==> src/rtl/masked_byte_pattern_scanner_macros.svh <==
// ----------------------------------------------------------------------------
// Assertion macros for the masked byte pattern scanner
// Shorthand for the concurrent checks that sit at the end of the top level.
// ----------------------------------------------------------------------------
`ifndef MASKED_BYTE_PATTERN_SCANNER_MACROS_SVH
`define MASKED_BYTE_PATTERN_SCANNER_MACROS_SVH

// The consequent must hold in the same cycle as the antecedent.
`define MBPS_ASSERT_HOLDS(name, clk, rst, ante, cons) \
   name: assert property (@(posedge clk) disable iff (rst) (ante) |-> (cons)) \
      else $error("scanner check failed in the same cycle");

// The consequent must hold in the cycle after the antecedent.
`define MBPS_ASSERT_NEXT(name, clk, rst, ante, cons) \
   name: assert property (@(posedge clk) disable iff (rst) (ante) |=> (cons)) \
      else $error("scanner check failed one cycle later");

`endif

==> src/rtl/mbps_pkg.sv <==
// ----------------------------------------------------------------------------
// mbps_pkg
// Shared widths, codes and types of the masked byte pattern scanner.
// ----------------------------------------------------------------------------
`default_nettype none

package mbps_pkg;

   localparam int PATTERN_MAX_DEF = 64;

   localparam int BYTE_W        = 8;
   localparam int ADDR_W        = 32;
   localparam int LENGTH_W      = 7;
   localparam int ENTRY_INDEX_W = 6;
   localparam int REQ_TDATA_W   = 24;
   localparam int RSP_TDATA_W   = 32;
   localparam int CODE_W        = 2;
   localparam int CSR_ADDR_W    = 4;
   localparam int CSR_DATA_W    = 32;

   typedef enum logic [CODE_W-1:0] {
      OP_LOAD  = 2'd0,
      OP_START = 2'd1,
      OP_DATA  = 2'd2
   } op_type;

   typedef enum logic [CODE_W-1:0] {
      ST_NONE      = 2'd0,
      ST_FOUND     = 2'd1,
      ST_NOT_FOUND = 2'd2
   } status_type;

   typedef enum logic [1:0] {
      REG_LENGTH = 2'd0,
      REG_BASE   = 2'd1,
      REG_OFFSET = 2'd2
   } reg_type;

   // Request tdata layout, lowest field last.
   typedef struct packed {
      logic                     pad;
      logic [BYTE_W-1:0]        data_byte;
      logic                     entry_care;
      logic [BYTE_W-1:0]        entry_value;
      logic [ENTRY_INDEX_W-1:0] entry_index;
   } req_data_type;

   typedef struct packed {
      logic clear;
      logic shift;
   } cell_ctl_type;

endpackage

`default_nettype wire

==> src/rtl/mbps_csr.sv <==
// ----------------------------------------------------------------------------
// mbps_csr
// Configuration registers behind the APB-style port, with the clamped
// pattern length and the precomputed address bias.
// ----------------------------------------------------------------------------
`default_nettype none

module mbps_csr
   import mbps_pkg::*;
#(
   parameter int PATTERN_MAX = PATTERN_MAX_DEF,
   parameter int LEN_W       = LENGTH_W
) (
   input  wire logic                  clock,
   input  wire logic                  reset,
   input  wire logic                  psel,
   input  wire logic                  penable,
   input  wire logic                  pwrite,
   input  wire logic [CSR_ADDR_W-1:0] paddr,
   input  wire logic [CSR_DATA_W-1:0] pwdata,
   output logic      [CSR_DATA_W-1:0] prdata,
   output logic                       pready,
   output logic      [LEN_W-1:0]      length_eff,
   output logic      [LEN_W-1:0]      length_next,
   output logic      [ADDR_W-1:0]     addr_bias
);

   logic [LENGTH_W-1:0] length_ff;
   logic [LENGTH_W-1:0] length_in;
   logic [ADDR_W-1:0]   base_ff;
   logic [ADDR_W-1:0]   base_in;
   logic [ADDR_W-1:0]   offset_ff;
   logic [ADDR_W-1:0]   offset_in;
   logic [ADDR_W-1:0]   bias_ff;
   logic [ADDR_W-1:0]   bias_in;
   logic                wr_en;
   reg_type             reg_sel;

   function automatic logic [LEN_W-1:0] clamp_length(input logic [LENGTH_W-1:0] raw);
      logic [LEN_W-1:0] r;
      if (raw == '0) begin
         r = LEN_W'(1);
      end else if (int'(raw) > PATTERN_MAX) begin
         r = LEN_W'(PATTERN_MAX);
      end else begin
         r = LEN_W'(raw);
      end
      return r;
   endfunction

   assign pready  = 1'b1;
   assign wr_en   = psel && penable && pwrite;
   assign reg_sel = reg_type'(paddr[CSR_ADDR_W-1:2]);

   always_comb begin
      length_in = length_ff;
      base_in   = base_ff;
      offset_in = offset_ff;
      if (wr_en) begin
         unique case (reg_sel)
            REG_LENGTH: length_in = pwdata[LENGTH_W-1:0];
            REG_BASE:   base_in   = pwdata[ADDR_W-1:0];
            REG_OFFSET: offset_in = pwdata[ADDR_W-1:0];
            default:    length_in = length_ff;
         endcase
      end
   end

   always_comb begin
      unique case (reg_sel)
         REG_LENGTH: prdata = CSR_DATA_W'(length_ff);
         REG_BASE:   prdata = CSR_DATA_W'(base_ff);
         REG_OFFSET: prdata = CSR_DATA_W'(offset_ff);
         default:    prdata = '0;
      endcase
   end

   assign length_eff  = clamp_length(length_ff);
   assign length_next = clamp_length(length_in);

   // A match address is the saturated byte count plus this bias.
   assign bias_in = base_in + offset_in - ADDR_W'(length_next);

   always_ff @(posedge clock) begin
      if (reset) begin
         length_ff <= LENGTH_W'(1);
         base_ff   <= '0;
         offset_ff <= '0;
         // Zero base and offset less a length of one.
         bias_ff   <= '1;
      end else begin
         length_ff <= length_in;
         base_ff   <= base_in;
         offset_ff <= offset_in;
         bias_ff   <= bias_in;
      end
   end

   assign addr_bias = bias_ff;

endmodule

`default_nettype wire

==> config.mk <==
export PLATFORM = sky130hd
export DESIGN_NAME = mbps_csr
export DESIGN_NICKNAME = d
export VERILOG_FILES = /design/src/rtl/masked_byte_pattern_scanner_macros.svh /design/src/rtl/mbps_pkg.sv /design/src/rtl/mbps_csr.sv
export SDC_FILE = /design/constraint.sdc
export NUM_CORES = 1
export LEC_CHECK = 0
export BUFFER_PORTS_ARGS = -buffer_cell sky130_fd_sc_hd__buf_2
export CAP_MARGIN = 20
export CORE_MARGIN = 5
export CORE_UTILIZATION = 42
export CTS_CLUSTER_SIZE = 30
export DETAILED_ROUTE_END_ITERATION = 7
export GPL_TIMING_DRIVEN = 0
export PLACE_DENSITY = 0.59
export SKIP_CTS_REPAIR_TIMING = 1
export SYNTH_ARGS = -nofsm -noshare
export SYNTH_HDL_FRONTEND = slang
export SYNTH_SLANG_ARGS = --single-unit
export TNS_END_PERCENT = 20
==> constraint.sdc <==
create_clock -name clock -period 8 [get_ports clock]
set_input_delay 0.4 -clock clock [delete_from_list [all_inputs] [get_ports clock]]
set_output_delay 0.4 -clock clock [all_outputs]
set_load 0.01 [all_outputs]
==> flow_metrics.tcl, run 1 <==
set metrics [dict create \
    status "complete, no violations" \
    fin_skew_ns 0.008002 \
    synth_cell_types 55 \
    first_pass_iters 5 \
    core_area_um2 15150 \
    whs_path_depth 3 \
    crit_fanout 10 \
    worst_pin_slew_ns 0.8935 \
    via_per_inst 5.107 \
    grt.total_usage_pct 19.26 \
    fin_crit_sh_pct 65.48 \
    path_class "in -> reg" \
    relSlewSlack_pct 40.11 \
    netlist_area_um2 6457 \
    synthArstFlopShare_pct 0 \
    powerDensity_nw_per_um2 191.5 \
    netlist_instances 755 \
    syn_area_per_cell_um2 8.553 \
    grt_pass1_wl_um 27620 \
    clock_latency_ns 0.36 \
    r2r_slack_ns 3.26 \
    wirelength_um 17060 \
    synth_edf_count 0 \
    cts.sinks 103 \
    dr_total_vias 5470 \
    dieHeight_um 134.0 \
    cts_max_path_buffers 2 \
    vdd_drop_max_mv 0.1011 \
    netlist.area_leader.share_pct 31.93 \
    hold_start "pwdata[16]" \
    ios 120 \
    grt_overflow 0 \
    timing.fmax_ghz 0.1909 \
    n_antenna_cell 0 \
    finalSetupViolations 0 \
    drv_slew 0 \
    synth_area_leaders "dfxtp_1, mux2i_1, ha_1, nor2_1, inv_1" \
    syn_nets 859 \
    synthTopCellsByCount "dfxtp_1, nor2_1, inv_1" \
    ys_seq_elements 103 \
    synthToLayoutAreaGrowth_pct 17.77 \
    fin_area_um2 7605 \
    synth.most_common_cell "dfxtp_1" \
    drt_iter0_markers 242 \
    period_needed_ns 5.238 \
    hp-class "in -> reg" \
    hold_ws_ns 0.3302 \
    antenna_found_initial 1 \
    critPathArrivalTime_ns 5.47 \
    avgRoutedWirePerCell_um 15.93 \
    hpwl_um 13120 \
    port_buffers 113 \
    rr_worst_depth 16 \
    synth_area_leader_cell "dfxtp_1" \
    root_buffer "clkbuf_16" \
    drc 0 \
    final_net_count 983 \
    maxCapViolations 0 \
    cts_buffers 9 \
    setup_tns_ns 0 \
    gp_congestion 0.8262 \
    cts-htree-levels 3 \
    fillers 1508 \
    cts_tree "yes" \
    antenna_left 0 \
    grt_pass1_vias 5414 \
    start_util_pct 42.64 \
    placed_area_um2 7258 \
    die_w_um 134.0 \
    critPathLaunchType "input pin" \
    r2r_start "length_ff[3]" \
    die_area_um2 17950 \
    grt_max_degree 16 \
    p_leak_nw 3.583 \
    drive_gt1_share_pct 18.35 \
    fp-row-count 45 \
    clk_pin_slew_ns 0.07 \
    hold_viol 0 \
    cp-startpoint "paddr[2]" \
    endpoint_kind "flop" \
    rsz0062_at_grt "false" \
    ys.flop_type "dfxtp_1" \
    seq_area_frac_synth_pct 31.93 \
    reg2reg_to "addr_bias[29]" \
    ys_warn_count 0 \
    cp.required_ns 8.23 \
    crit_end "addr_bias[26]" \
]
registers in the layout, summed over array words and instances, names as in the netlist:
| signal | count |
|---|---|
| base_ff | 32 |
| offset_ff | 32 |
| addr_bias | 32 |
| length_ff | 7 |
cells in the final DEF, fill, tap and decap left out, types with 12 or more instances in the layout:
| cell type | Yosys | final |
|---|---|---|
| xnor2_1 | 16 | 16 |
| inv_1 | 78 | 78 |
| mux2i_1 | 75 | 75 |
| nor2b_1 | 12 | 12 |
| nor2_1 | 100 | 100 |
| o21ai_0 | 23 | 23 |
| a22o_1 | 25 | 25 |
| dfxtp_1 | 103 | 103 |
| a21o_1 | 13 | 13 |
| a21oi_1 | 42 | 42 |
| nand2b_1 | 29 | 29 |
| buf_2 | 11 | 124 |
| nand2_1 | 38 | 38 |
| ha_1 | 56 | 56 |
| clkbuf_1 | 24 | 25 |
per-layer routing:
| metal | routed length (um) | part of all wire [%] | track usage (%) |
|---|---|---|---|
| met2 | 7788 | 46 | 31.39 |
| met3 | 865 | 5.1 | 4.126 |
| met5 | 7 | 0.041 | 0 |
| met1 | 8059 | 47 | 25.59 |
| met4 | 340 | 2.0 | 6.057 |
critical path, cell delays in order:
cell,delay (ns)
buf_2,0.17
nor3_2,0.76
mux2i_1,0.36
inv_1,0.07
a21oi_1,0.44
nor2_1,0.16
fa_1,0.56
inv_1,0.07
fa_1,0.46
a21oi_1,0.23
o21ai_1,0.19
a211oi_2,0.47
o211ai_1,0.16
o211ai_1,0.46
o31ai_2,0.11
xnor2_1,0.28
nand2b_1,0.11
cell families (layout without fill, tap and decap cells):
family / count (synthesis) / count (layout) / synth area share [%]
AO/OA/AOI/OAI: 148 / 148 / 15.48
XOR/XNOR: 28 / 28 / 3.914
adder cells (fa/ha/maj): 63 / 63 / 13.02
buffers and inverters: 120 / 248 / 7.731
flip-flops: 103 / 103 / 31.93
multiplexers: 78 / 78 / 12.15
other: 1 / 1 / 0.05807
AND/OR/NAND/NOR: 214 / 214 / 15.71
report_power, final:
part | leakage (nW) | switching [W] | internal, W | total (W)
sequential | 0.838 | 0.00000969 | 0.000550 | 0.000559
clock | 0.169 | 0.000191 | 0.000321 | 0.000513
combinational | 2.58 | 0.000227 | 0.000157 | 0.000384
cell type report:
class	count	area (um2)	share of cell area [%]
clock inverter	3	90.09	1.185
sequential	103	2062	27.11
tap	188	235.2	3.093
buffer	42	206.4	2.715
inverter	78	292.8	3.850
multi-input combinational	532	3896	51.23
timing repair buffer	113	565.5	7.437
clock buffer	12	256.5	3.373
worst min-delay path by stage:
| stage | to |
|---|---|
| after floorplan | offset_ff[0] |
| after global placement | offset_ff[18] |
| after detailed placement | base_ff[29] |
| after CTS | base_ff[23] |
| after global routing | base_ff[18] |
| final | base_ff[16] |
metrics by stage:
stage / cells / util [%] / power [W] / worst slack, ns
after floorplan: 755 / - / 0.0008372 / 3.661
final: 1071 / 50.21 / 0.001457 / 2.762
after detailed placement: 1056 / 47.92 / 0.0009559 / 2.438
after global routing: 1071 / 50.21 / 0.001542 / 2.447
after CTS: 1071 / 50.21 / 0.001475 / 2.792
after global placement: 1056 / 47.92 / 0.0009575 / 2.449
(Power assumes the default switching activity.)
==> run 2, diff against run 1 <==
==> constraint.sdc (replaced) <==
create_clock -name clock -period 4.85 [get_ports clock]
set_input_delay 0.2425 -clock clock [delete_from_list [all_inputs] [get_ports clock]]
set_output_delay 0.2425 -clock clock [all_outputs]
set_load 0.01 [all_outputs]
==> run 2 against run 1 <==
Non-clock buffer count is 5 higher; highest routed layer unchanged; cell area is 0.71% higher; final cell count is 0.56% higher; worst setup slack worse by 2.4 ns; hold slack worse by 0.16 ns.
==> flow_metrics.tcl, run 2 (synthesis results as in run 1) <==
set metrics [dict create \
    cts.sinks 103 \
    cts_buffers 9 \
    clk_pin_slew_ns 0.07 \
    drive_gt1_share_pct 19.03 \
    hp-class "in -> reg" \
    endpoint_kind "flop" \
    cts_max_path_buffers 2 \
    grt_pass1_vias 5414 \
    fin_crit_sh_pct 93.52 \
    crit_cells 18 \
    grt_max_degree 16 \
    cts-htree-levels 3 \
    p_sw_w 0.0007107 \
    period_needed_ns 4.536 \
    start_util_pct 42.64 \
    path_delay_family "compound AO/OA/AOI/OAI gates" \
    status "complete, no violations" \
    placed_area_um2 7258 \
    cts_tree "yes" \
    dieHeight_um 134.0 \
    p_int_w 0.001702 \
    antenna_left 0 \
    dr_total_vias 5502 \
    finish.utilization_pct 50.57 \
    critPathLaunchType "flop" \
    clockPowerShare_pct 35.1 \
    drv_slew 0 \
    slowest_stage "fa_1" \
    relSlewSlack_pct 55.85 \
    hold_viol 0 \
    fin_area_um2 7659 \
    fp-row-count 45 \
    switching_share_pct 29.46 \
    hpwl_um 13120 \
    first_pass_iters 4 \
    path_buf_inv 3 \
    finalSetupViolations 0 \
    clock_latency_ns 0.36 \
    crit_fanout 5 \
    path_cells "or4_1, nor2_1, mux2i_1, inv_1, a21oi_1, nor2_1, fa_1, inv_1, fa_1, a21oi_1, o21ai_1, a211oi_2, o211ai_1, o211ai_1, buf_4, o31ai_2, xnor2_1, nand2b_1" \
    ios 120 \
    synthToLayoutAreaGrowth_pct 18.60 \
    final_net_count 988 \
    rr_worst_depth 18 \
    fin_skew_ns 0.008996 \
    die_area_um2 17950 \
    grt_pass1_wl_um 27620 \
    gp_congestion 0.8262 \
    path_class "reg -> reg" \
    root_buffer "clkbuf_16" \
    cp.required_ns 5.08 \
    fillers 1503 \
    final_common_cell "buf_2" \
    timing.fmax_ghz 0.2205 \
    maxCapViolations 0 \
    drt_iter0_markers 252 \
    slowest_delay_ns 0.56 \
    critPathArrivalTime_ns 4.77 \
    whs_path_depth 3 \
    via_per_inst 5.109 \
    grt.total_usage_pct 19.26 \
    core_area_um2 15150 \
    layout_common_cells "buf_2, dfxtp_1, nor2_1" \
    antenna_found_initial 1 \
    wirelength_um 17070 \
    port_buffers 113 \
    combPwrFrac_pct 26.6 \
    setup_tns_ns 0 \
    avgRoutedWirePerCell_um 15.84 \
    p_seq_share_pct 38.2 \
    powerDensity_nw_per_um2 315.0 \
    grt_overflow 0 \
    rsz0062_at_grt "false" \
    p_leak_nw 3.615 \
    drc 0 \
    vdd_drop_max_mv 0.1673 \
    p_total_w 0.002413 \
    setup_slack_ns 0.3141 \
    place_ws_ns -0.5544 \
    worst_pin_slew_ns 0.6622 \
    die_w_um 134.0 \
]
run 2: cell types whose count changed in the layout (fill, tap and decap cells not counted):
cell     previous run  this run
o31ai_2             1         2
diode_2             0         1
o31ai_1             1         0
nor2_2              0         1
nor2_1            100        99
nor3_4              0         1
nor3_2              1         0
buf_4               3         8
run 2: path summary, 6_finish.rpt:
path,start,end,slack [ns]
setup / recovery,length_ff[3],addr_bias[26],0.31
hold / removal,pwdata[16],base_ff[16],0.17
setup reg to reg,length_ff[3],addr_bias[26],0.31
hold reg to reg,offset_ff[8],offset_ff[8],0.53
run 2: final cells by class:
class / instances / area [um2] / area share, %
clock buffer: 12 / 256.5 / 3.349
inverter: 78 / 292.8 / 3.823
tap: 188 / 235.2 / 3.071
timing repair buffer: 118 / 603.1 / 7.875
sequential: 103 / 2062 / 26.92
multi-input combinational: 532 / 3910 / 51.05
clock inverter: 3 / 90.09 / 1.176
antenna: 1 / 2.502 / 0.03267
buffer: 42 / 206.4 / 2.696
run 2: metal layers:
layer  vias up  wire length [um]  part of all wire (%)  GRT usage [%]
met4         2               318                   1.9          6.057
met2       116              7886                    46          31.39
met5         -                 7                 0.041              0
li1       2818                 -                     -              -
met1      2541              8082                    47          25.59
met3        25               770                   4.5          4.126
run 2: through the flow:
| step | instances | hold WS, ns |
|---|---|---|
| CTS | 1071 | 0.1666 |
| finish | 1077 | 0.1708 |
| floorplan | 755 | 0.3811 |
| global route | 1076 | 0.1855 |
| global placement | 1056 | 0.5068 |
| detailed placement | 1056 | 0.5116 |
run 2: worst min-delay path, stage by stage:
cell,delay [ns]
buf_2,0.09
mux2i_1,0.08
nor2_1,0.09
run 2: power groups by stage:
stage | registers, W | clock network (W) | logic [W]
finish | 0.000923 | 0.000847 | 0.000643
CTS | 0.000924 | 0.000869 | 0.000640
detailed placement | 0.000942 | 0 | 0.000634
floorplan | 0.000972 | 0 | 0.000409
global route | 0.000929 | 0.000905 | 0.000719
global placement | 0.000942 | 0 | 0.000638
