[src/rtl/masked_byte_pattern_scanner_macros.svh]
// ----------------------------------------------------------------------------
// Assertion macros for the masked byte pattern scanner
// Shorthand for the concurrent checks that sit at the end of the top level.
// ----------------------------------------------------------------------------
`ifndef MASKED_BYTE_PATTERN_SCANNER_MACROS_SVH
`define MASKED_BYTE_PATTERN_SCANNER_MACROS_SVH

// The consequent must hold in the same cycle as the antecedent.
`define MBPS_ASSERT_HOLDS(name, clk, rst, ante, cons) \
   name: assert property (@(posedge clk) disable iff (rst) (ante) |-> (cons)) \
      else $error("scanner check failed in the same cycle");

// The consequent must hold in the cycle after the antecedent.
`define MBPS_ASSERT_NEXT(name, clk, rst, ante, cons) \
   name: assert property (@(posedge clk) disable iff (rst) (ante) |=> (cons)) \
      else $error("scanner check failed one cycle later");

`endif

[src/rtl/mbps_pkg.sv]
// ----------------------------------------------------------------------------
// mbps_pkg
// Shared widths, codes and types of the masked byte pattern scanner.
// ----------------------------------------------------------------------------
`default_nettype none

package mbps_pkg;

   localparam int PATTERN_MAX_DEF = 64;

   localparam int BYTE_W        = 8;
   localparam int ADDR_W        = 32;
   localparam int LENGTH_W      = 7;
   localparam int ENTRY_INDEX_W = 6;
   localparam int REQ_TDATA_W   = 24;
   localparam int RSP_TDATA_W   = 32;
   localparam int CODE_W        = 2;
   localparam int CSR_ADDR_W    = 4;
   localparam int CSR_DATA_W    = 32;

   typedef enum logic [CODE_W-1:0] {
      OP_LOAD  = 2'd0,
      OP_START = 2'd1,
      OP_DATA  = 2'd2
   } op_type;

   typedef enum logic [CODE_W-1:0] {
      ST_NONE      = 2'd0,
      ST_FOUND     = 2'd1,
      ST_NOT_FOUND = 2'd2
   } status_type;

   typedef enum logic [1:0] {
      REG_LENGTH = 2'd0,
      REG_BASE   = 2'd1,
      REG_OFFSET = 2'd2
   } reg_type;

   // Request tdata layout, lowest field last.
   typedef struct packed {
      logic                     pad;
      logic [BYTE_W-1:0]        data_byte;
      logic                     entry_care;
      logic [BYTE_W-1:0]        entry_value;
      logic [ENTRY_INDEX_W-1:0] entry_index;
   } req_data_type;

   typedef struct packed {
      logic clear;
      logic shift;
   } cell_ctl_type;

endpackage

`default_nettype wire

[src/rtl/mbps_cell.sv]
// ----------------------------------------------------------------------------
// mbps_cell
// One window position: holds a byte of recent history, passes it on, and
// compares the byte it takes in against its aligned pattern entry.
// ----------------------------------------------------------------------------
`default_nettype none

module mbps_cell
   import mbps_pkg::*;
(
   input  wire logic              clock,
   input  wire logic              reset,
   input  wire cell_ctl_type      ctl,
   input  wire logic [BYTE_W-1:0] neighbor_byte,
   input  wire logic [BYTE_W-1:0] pattern_byte,
   input  wire logic              pattern_care,
   output logic      [BYTE_W-1:0] window_byte,
   output logic                   hit
);

   logic [BYTE_W-1:0] window_ff;
   logic [BYTE_W-1:0] window_in;

   always_comb begin
      window_in = window_ff;
      if (ctl.clear) begin
         window_in = '0;
      end else if (ctl.shift) begin
         window_in = neighbor_byte;
      end
   end

   always_ff @(posedge clock) begin
      if (reset) begin
         window_ff <= '0;
      end else begin
         window_ff <= window_in;
      end
   end

   // The hit refers to the byte this cell holds once the shift has happened.
   assign hit         = !pattern_care || (pattern_byte == neighbor_byte);
   assign window_byte = window_ff;

endmodule

`default_nettype wire

[config.mk]
export PLATFORM = sky130hd
export DESIGN_NAME = mbps_cell
export DESIGN_NICKNAME = d
export VERILOG_FILES = /design/src/rtl/masked_byte_pattern_scanner_macros.svh /design/src/rtl/mbps_pkg.sv /design/src/rtl/mbps_cell.sv
export SDC_FILE = /design/constraint.sdc
export NUM_CORES = 1
export LEC_CHECK = 0
export ABC_AREA = 1
export BUFFER_PORTS_ARGS = -buffer_cell sky130_fd_sc_hd__buf_2
export CORE_ASPECT_RATIO = 1.5
export CORE_MARGIN = 2
export CORE_UTILIZATION = 24
export CTS_BUF_LIST = sky130_fd_sc_hd__clkbuf_4
export CTS_CLUSTER_DIAMETER = 40
export DETAILED_ROUTE_END_ITERATION = 10
export GPL_ROUTABILITY_DRIVEN = 0
export PLACE_DENSITY_LB_ADDON = 0.05
export SYNTH_ARGS = -nofsm -noshare
export SYNTH_HDL_FRONTEND = slang
export SYNTH_SLANG_ARGS = --single-unit
[constraint.sdc]
create_clock -name clock -period 0.8 [get_ports clock]
set_input_delay 0.08 -clock clock [delete_from_list [all_inputs] [get_ports clock]]
set_output_delay 0.08 -clock clock [all_outputs]
set_load 0.01 [all_outputs]
==> flow_summary_export.csv, run 1 <==
group,metric,value,unit
logic_synthesis,synth_cells,67,
finish,final_util,0.467,
grt,grt_pass1_vias,472,
floorplan,die_height,58.0,um
routing,viasPerCell,4.08,
cts,cts-htree-levels,1,
run,drv_cap,0,
power,comb_power_share,0.289,
grt,overflow,0,
timing,worstMarginPinSlew,0.398,ns
cts,clock_path_buffers,2,
logic_synthesis,syn_area,467,sq um
routing,route.detailed.wl_per_inst,8.59,um
routing,dr_total_vias,522,
grt,grt_pass1_wl,1730,um
logic_synthesis,synth_fp_nets,88,
min_path,hold_class,"input pin to flip-flop",
power,leakage,0.447,nW
grt,grt_max_degree,14,
setup_path,path_class,"input pin to output pin",
setup_path,cp.arrival,0.69,ns
setup_path,critPathMaxFanout,2,
timing,rsz0062_at_grt,"true",
cts,postCtsHoldBufs,0,
cts,cts_root_buffer,"clkbuf_4",
cts,cts_buffers,3,
floorplan,ios,30,
finish,multi_input_area,268,sq um
power,switching_share,0.258,
grt,antenna_found_initial,0,
power,internal-power,0.767,mW
setup_path,required,0.72,ns
power,p_clk_frac,0.297,
finish,nFillCells,199,
routing,drtPass1Iterations,2,
finish,syn_to_final_growth,83.1,%
cts,clkTransAtPathRegs,0.06,ns
power,power.density,1210,mW/mm^2
grt,grt_usage,0.106,
timing,drv_slew,0,
floorplan,die_x,40.0,um
logic_synthesis,yosysSeqAreaShare,0.343,
timing,min_period,0.771,ns
logic_synthesis,ys_warn_count,0,
cts,clock_sinks,8,
power,total_power,1.03,mW
logic_synthesis,synth_cell_types,10,
cts,cts_tree,"yes",
floorplan,die_area,0.00232,sq mm
timing,slew_headroom,0.735,
run_status,outcome,"complete, no violations",
timing,fmax,1300,MHz
floorplan,core,0.00183,sq mm
placed_design,portBuffers,29,
logic_synthesis,syn_avg_cell_area,6.97,sq um
power,p_seq_frac,0.413,
routing,drt-total-wl,1100,um
setup_path,startpoint_type,"input pin",
timing,period_share,0.964,
timing,hold_violations,0,
placed_design,hpwl,848,um
routing,ant_nets,0,
cts,clk_latency,0.25,ns
timing,finClkSkew,0,ns
finish,n_antenna_cell,0,
timing,setup_viol,0,
finish,largest_reg_flops,8,
finish,nets,130,
floorplan,start_util,0.255,
routing,drt_iter0_markers,7,
logic_synthesis,ys_seq_elements,8,
power,switchingPower,0.267,mW
floorplan,row_count,19,
finish,drive_gt1_frac,0.645,
setup_path,end_kind,"output pin",
routing,drc,0,
timing,tns,0,ns
finish,final-seq-area,170,sq um
power,ir_drop,0.000599,V
## worst paths after layout
kind	slack, ns	from	to	cells after the start
min reg2reg	0.46	window_byte[5]$_SDFFE_PP0P_	window_byte[5]$_SDFFE_PP0P_	2
max	0.03	neighbor_byte[1]	hit	9
min	0.08	neighbor_byte[4]	window_byte[4]$_SDFFE_PP0P_	3
max reg2reg	0.15	window_byte[3]$_SDFFE_PP0P_	window_byte[3]$_SDFFE_PP0P_	2
## Yosys cell counts
cell,instances,area share
or2_1,1,0.013
nor2_1,5,0.040
a21oi_1,3,0.032
buf_6,2,0.048
inv_1,11,0.088
nor2_2,2,0.027
dfxtp_1,8,0.34
a211oi_2,5,0.13
xnor2_1,3,0.056
nand2_1,27,0.22
## layer usage
layer	GRT usage	up-vias	wire, um
li1	-	283	-
met1	0.120	220	450
met2	0.173	17	563
met3	0.0230	2	71
met4	0.0591	0	15
met5	0	-	0
## critical path, stage by stage
cell and delay [ns]:
buf_2 0.11, inv_2 0.05, nand2_1 0.04, nand2_1 0.05, nand2_1 0.05, nor2_1 0.10, nand2_1 0.06, nand2_1 0.07
buf_6 0.10
## power groups by stage
| stage | sequential (mW) | combinational (mW) | clock [mW] |
|---|---|---|---|
| 4_1_cts | 0.423 | 0.249 | 0.324 |
| 3_3_place_gp | 0.430 | 0.222 | 0 |
| 3_5_place_dp | 0.431 | 0.224 | 0 |
| 6_report | 0.428 | 0.299 | 0.308 |
| 2_1_floorplan | 0.438 | 0.110 | 0 |
| 5_1_grt | 0.429 | 0.333 | 0.345 |
## logic make-up after synthesis
logic type / share of synthesized area
flops: 0.343
buf+inv: 0.137
simple gates: 0.298
xor+xnor: 0.0563
compound gates: 0.166
## metrics by stage
stage / setup slack, ns / hold WS (ns) / std cells / instance area (sq um)
2_1_floorplan: 0.136 / 0.226 / 67 / 467
3_3_place_gp: -0.0253 / 0.361 / 122 / 668
3_5_place_dp: -0.0286 / 0.362 / 122 / 668
4_1_cts: -0.0152 / 0.0735 / 125 / 739
5_1_grt: -0.0627 / 0.0825 / 128 / 855
6_report: 0.0290 / 0.0796 / 128 / 855
## layout by cell type (no fill, tap or decap), drive strengths merged
cell,count
or2,1
buf,39
nand2,27
inv,11
a21oi,3
nor2,7
xnor2,3
dfxtp,8
clkbuf,3
a211oi,5
## layout make-up
class	count	area share
flip-flops and latches	8	0.199
repair buffers	39	0.382
inverters	11	0.0483
well taps	21	0.0307
multi-input cells	46	0.313
clock buffers	3	0.0264
## what timing repair did
| action | 4_1_cts | 5_1_grt |
|---|---|---|
| buffers inserted | 0 | 3 |
| pin swaps | 9 | 11 |
| gates resized for setup | 9 | 28 |
| setup endpoints to repair | 3 | 9 |
No activity file was read; power rests on OpenSTA's default activity.
==> inputs of run 2 (changes only) <==
--- a/config.mk
+++ b/config.mk
@@ -15,6 +15,7 @@
 export DETAILED_ROUTE_END_ITERATION = 10
 export GPL_ROUTABILITY_DRIVEN = 0
 export PLACE_DENSITY_LB_ADDON = 0.05
+export SETUP_SLACK_MARGIN = 0.1
 export SYNTH_ARGS = -nofsm -noshare
 export SYNTH_HDL_FRONTEND = slang
 export SYNTH_SLANG_ARGS = --single-unit
==> flow_summary_export.csv, run 2 (synthesized netlist as in run 1, its figures left out) <==
group,metric,value,unit
setup_path,critPathMaxFanout,1,
setup_path,startpoint_type,"input pin",
setup_path,reg2reg_from,"window_byte[3]$_SDFFE_PP0P_",
routing,viasPerCell,4.05,
routing,drtPass1Iterations,2,
cts,postCtsHoldBufs,0,
timing,fmax,1300,MHz
finish,nFillCells,195,
run,drv_cap,0,
floorplan,die_height,58.0,um
finish,drive_gt1_frac,0.651,
timing,min_period,0.771,ns
timing,hold_violations,0,
routing,ant_nets,0,
grt,grt_usage,0.109,
finish,nets,132,
routing,dr_total_vias,527,
setup_path,path_class,"input pin to output pin",
timing,drv_slew,0,
placed_design,portBuffers,29,
cts,clock_path_buffers,2,
floorplan,ios,30,
cts,cts_buffers,3,
min_path,hold_class,"input pin to flip-flop",
finish,multi_input_area,278,sq um
finish,n_antenna_cell,0,
finish,most-common-layout-cells,"26 x nand2_1, 21 x buf_6, 10 x buf_2, 10 x buf_4",
power,ir_drop,0.000602,V
cts,clock_sinks,8,
floorplan,core,0.00183,sq mm
routing,route.detailed.wl_per_inst,8.65,um
timing,period_share,0.964,
timing,rsz0062_at_grt,"true",
timing,tns,0,ns
routing,drt_iter0_markers,5,
grt,antenna_found_initial,0,
setup_path,r2r_cells,3,
timing,worstMarginPinSlew,0.402,ns
grt,overflow,0,
cts,cts_root_buffer,"clkbuf_4",
floorplan,start_util,0.255,
power,leakage,0.462,nW
routing,drt-total-wl,1130,um
setup_path,r2r_end,"window_byte[3]$_SDFFE_PP0P_",
timing,finClkSkew,0,ns
placed_design,hpwl,848,um
grt,grt_pass1_wl,1790,um
setup_path,end_kind,"output pin",
routing,drc,0,
cts,cts-htree-levels,1,
min_path,hold_start,"neighbor_byte[4]",
power,power.density,1180,mW/mm^2
floorplan,die_area,0.00232,sq mm
cts,cts_tree,"yes",
setup_path,ff2ff_setup_slack,0.13,ns
timing,slew_headroom,0.732,
finish,largest_reg_flops,8,
cts,clkTransAtPathRegs,0.06,ns
grt,grt_pass1_vias,487,
run_status,outcome,"complete, no violations",
finish,final-seq-area,170,sq um
finish,syn_to_final_growth,92.8,%
setup_path,required,0.72,ns
setup_path,cp.arrival,0.69,ns
finish,final_common_cell,"nand2_1",
floorplan,die_x,40.0,um
min_path,hold_end,"window_byte[4]$_SDFFE_PP0P_",
cts,clk_latency,0.25,ns
finish,final_util,0.491,
grt,grt_max_degree,14,
timing,setup_viol,0,
floorplan,row_count,19,
min_path,hold_depth,3,
-- run 2: cell types whose count changed in the layout (fill, tap and decap cells not counted) --
cell and delta:
nor2_4 +2, nor2_2 -2, buf_6 +4, buf_2 -2
-- run 2: worst max-delay path by stage --
stage                                start                          end  slack, ns  cells after the start
2_1_floorplan  window_byte[3]$_SDFFE_PP0P_  window_byte[3]$_SDFFE_PP0P_       0.14                      2
3_3_place_gp                        ctl[1]  window_byte[3]$_SDFFE_PP0P_      -0.03                      3
3_5_place_dp              neighbor_byte[5]                          hit      -0.03                      7
4_1_cts                    pattern_byte[6]                          hit      -0.02                      7
5_1_grt                    pattern_byte[4]                          hit      -0.06                      7
6_report                   pattern_byte[6]                          hit       0.03                      7
-- run 2: stage by stage --
step,setup WS [ns],hold WS [ns],total power [mW],instances,area [sq um]
5_1_grt,-0.0606,0.0825,1.13,130,900
3_3_place_gp,-0.0253,0.361,0.652,122,668
4_1_cts,-0.0152,0.0662,1.03,127,817
3_5_place_dp,-0.0286,0.362,0.655,122,668
6_report,0.0292,0.0775,1.06,130,900
2_1_floorplan,0.136,0.226,0.548,67,467
-- run 2: per-layer routing --
layer	GRT usage	routed length [um]
met4	0.0591	15
met1	0.120	456
met2	0.180	588
met3	0.0268	64
met5	0	0
-- run 2: critical path, cell delays in order --
cell,delay (ns)
buf_6,0.10
xnor2_2,0.14
nand2_1,0.07
nor2_1,0.09
nand2_1,0.06
nand2_1,0.07
buf_6,0.10
-- run 2: final cells by class --
cell class	instances	share of cell area
Clock buffer	3	0.0250
Inverter	11	0.0459
Multi-Input combinational cell	46	0.309
Sequential cell	8	0.189
Tap cell	21	0.0292
Timing Repair Buffer	41	0.402
-- run 2: report_power, final --
group | switching (mW) | internal (mW)
clock | 0.139 | 0.172
sequential | 0.0112 | 0.417
combinational | 0.126 | 0.193
total | 0.276 | 0.782
-- run 2: repair_timing --
item / 4_1_cts / 5_1_grt
setup endpoints to repair: 9 / 12
gates resized for setup: 24 / 19
cloned: 0 / 0
buffers inserted: 2 / 3
pin swaps: 12 / 13
==> inputs of run 3 (changes only) <==
--- a/config.mk
+++ b/config.mk
@@ -14,7 +14,7 @@
 export CTS_CLUSTER_DIAMETER = 40
 export DETAILED_ROUTE_END_ITERATION = 10
 export GPL_ROUTABILITY_DRIVEN = 0
-export PLACE_DENSITY_LB_ADDON = 0.05
+export PLACE_DENSITY = 0.49
 export SETUP_SLACK_MARGIN = 0.1
 export SYNTH_ARGS = -nofsm -noshare
 export SYNTH_HDL_FRONTEND = slang
==> flow_summary_export.csv, run 3 (synthesized netlist as in run 1, its figures left out) <==
group,metric,value,unit
cts,cts-htree-levels,1,
timing,fin_ws,-0.00231,ns
setup_path,cp_top_family,"flip-flops",
setup_path,critPathMaxFanout,2,
run_status,outcome,"finished, violations left",
min_path,hold_start,"neighbor_byte[5]",
power,ir_drop,0.000712,V
grt,grtUsageMet3,0.0230,
timing,setup_viol,1,
floorplan,start_util,0.255,
routing,drc,0,
finish,post-route-cell-area,900,sq um
placed_design,post-place-cells,123,
min_path,hold_class,"input pin to flip-flop",
setup_path,ff2ff_setup_slack,0.10,ns
cts,clock_path_buffers,2,
grt,grt_max_degree,14,
finish,final_common_cell,"nand2_1",
setup_path,slowest_delay,0.36,ns
setup_path,r2r_cells,3,
floorplan,die_x,40.0,um
timing,drv_slew,0,
finish,largest_reg_flops,8,
setup_path,path_buf_inv,1,
grt,gr-usage-met2,0.180,
cts,clkTransAtPathRegs,0.05,ns
grt,grt_pass1_wl,1790,um
grt,grt_busiest_layer,"met2",
timing,worstMarginPinSlew,0.371,ns
setup_path,cp.arrival,0.72,ns
finish,drive_gt1_frac,0.667,
timing,fmax,1250,MHz
cts,clock_sinks,8,
floorplan,ios,30,
power,leakage,0.463,nW
routing,viasPerCell,4.19,
floorplan,die_height,58.0,um
finish,syn_to_final_growth,92.8,%
grt,overflow,0,
min_path,hold_end,"window_byte[5]$_SDFFE_PP0P_",
setup_path,end_kind,"output pin",
timing,rsz0062_at_grt,"true",
setup_path,path_class,"flip-flop to output pin",
routing,ant_nets,0,
cts,postCtsHoldBufs,0,
placed_design,pre_cts_ws,-0.0238,ns
timing,period_share,1.00,
setup_path,startpoint_type,"flip-flop",
routing,drt-total-wl,1190,um
min_path,hold_depth,3,
routing,dr_total_vias,540,
cts,clk_latency,0.25,ns
finish,n_antenna_cell,0,
finish,final-seq-area,170,sq um
finish,nets,131,
run,drv_cap,0,
cts,cts_root_buffer,"clkbuf_4",
placed_design,postPlaceCellArea,676,sq um
timing,timing.hold.ws,0.0783,ns
timing,finClkSkew,0,ns
setup_path,r2r_end,"window_byte[5]$_SDFFE_PP0P_",
setup_path,required,0.72,ns
grt,antenna_found_initial,0,
setup_path,slowest_stage,"dfxtp_2",
routing,drtPass1Iterations,4,
floorplan,die_area,0.00232,sq mm
routing,route.detailed.wl_per_inst,9.25,um
grt,grt.met1_usage,0.120,
setup_path,cp_cell_sequence,"buf_6",
run_status,violations,"setup timing",
setup_path,reg2reg_from,"window_byte[5]$_SDFFE_PP0P_",
finish,multi_input_area,277,sq um
timing,hold_violations,0,
grt,grt_usage,0.113,
timing,slew_headroom,0.753,
floorplan,core,0.00183,sq mm
finish,nFillCells,196,
power,total_power,1.05,mW
grt,grt_pass1_vias,475,
finish,stdcell_count,129,
routing,drt_iter0_markers,8,
finish,most-common-layout-cells,"25 x nand2_1, 22 x buf_6, 10 x buf_4, 9 x inv_2",
timing,min_period,0.802,ns
power,power.density,1170,mW/mm^2
placed_design,hpwl,840,um
placed_design,portBuffers,29,
floorplan,row_count,19,
cts,cts_tree,"yes",
cts,cts_buffers,3,
-- run 3: cell count changes in the layout (fill, tap and decap cells not counted) --
cell / previous run / this run
nor2_2: 0 / 1
nand2_1: 26 / 25
xnor2_1: 0 / 1
inv_2: 8 / 9
a21oi_2: 0 / 1
buf_2: 10 / 8
buf_6: 21 / 22
nor2_4: 2 / 1
inv_1: 3 / 2
nand2_4: 0 / 1
a21oi_1: 3 / 2
xnor2_2: 3 / 2
-- run 3: worst max path at each step --
stage,start,to,slack (ns),cells past startpoint
5_1_grt,pattern_byte[4],hit,-0.06,7
4_1_cts,pattern_byte[6],hit,-0.02,7
2_1_floorplan,window_byte[3]$_SDFFE_PP0P_,window_byte[3]$_SDFFE_PP0P_,0.14,2
3_5_place_dp,neighbor_byte[6],hit,-0.02,7
6_report,window_byte[5]$_SDFFE_PP0P_,window_byte[5],-0.002,1
3_3_place_gp,neighbor_byte[5],hit,-0.03,7
-- run 3: metrics by stage --
step           TNS [ns]   util
4_1_cts         -0.0239  0.443
2_1_floorplan         0      -
3_5_place_dp    -0.0238  0.369
6_report       -0.00231  0.491
3_3_place_gp    -0.0436  0.369
5_1_grt         -0.0912  0.491
-- run 3: metal layers --
layer	wire (um)	up-vias
met5	0	-
met4	33	0
met2	652	19
met3	63	4
li1	-	286
met1	444	231
-- run 3: power by group --
part | switching (mW) | internal, mW | total (mW) | leakage, nW
combinational | 0.125 | 0.190 | 0.314 | 0.380
clock | 0.135 | 0.172 | 0.307 | 0.0138
sequential | 0.0119 | 0.418 | 0.429 | 0.0688
total | 0.272 | 0.779 | 1.05 | 0.463
-- run 3: layout make-up --
type / instances / area share
Inverter: 11 / 0.0459
Clock buffer: 3 / 0.0250
Tap cell: 21 / 0.0292
Multi-Input combinational cell: 46 / 0.307
Timing Repair Buffer: 40 / 0.403
Sequential cell: 8 / 0.189
-- run 3: what timing repair did --
action,CTS,global route
pin swaps,7,14
setup endpoints to repair,9,11
gates resized for setup,22,24
setup buffers,2,1
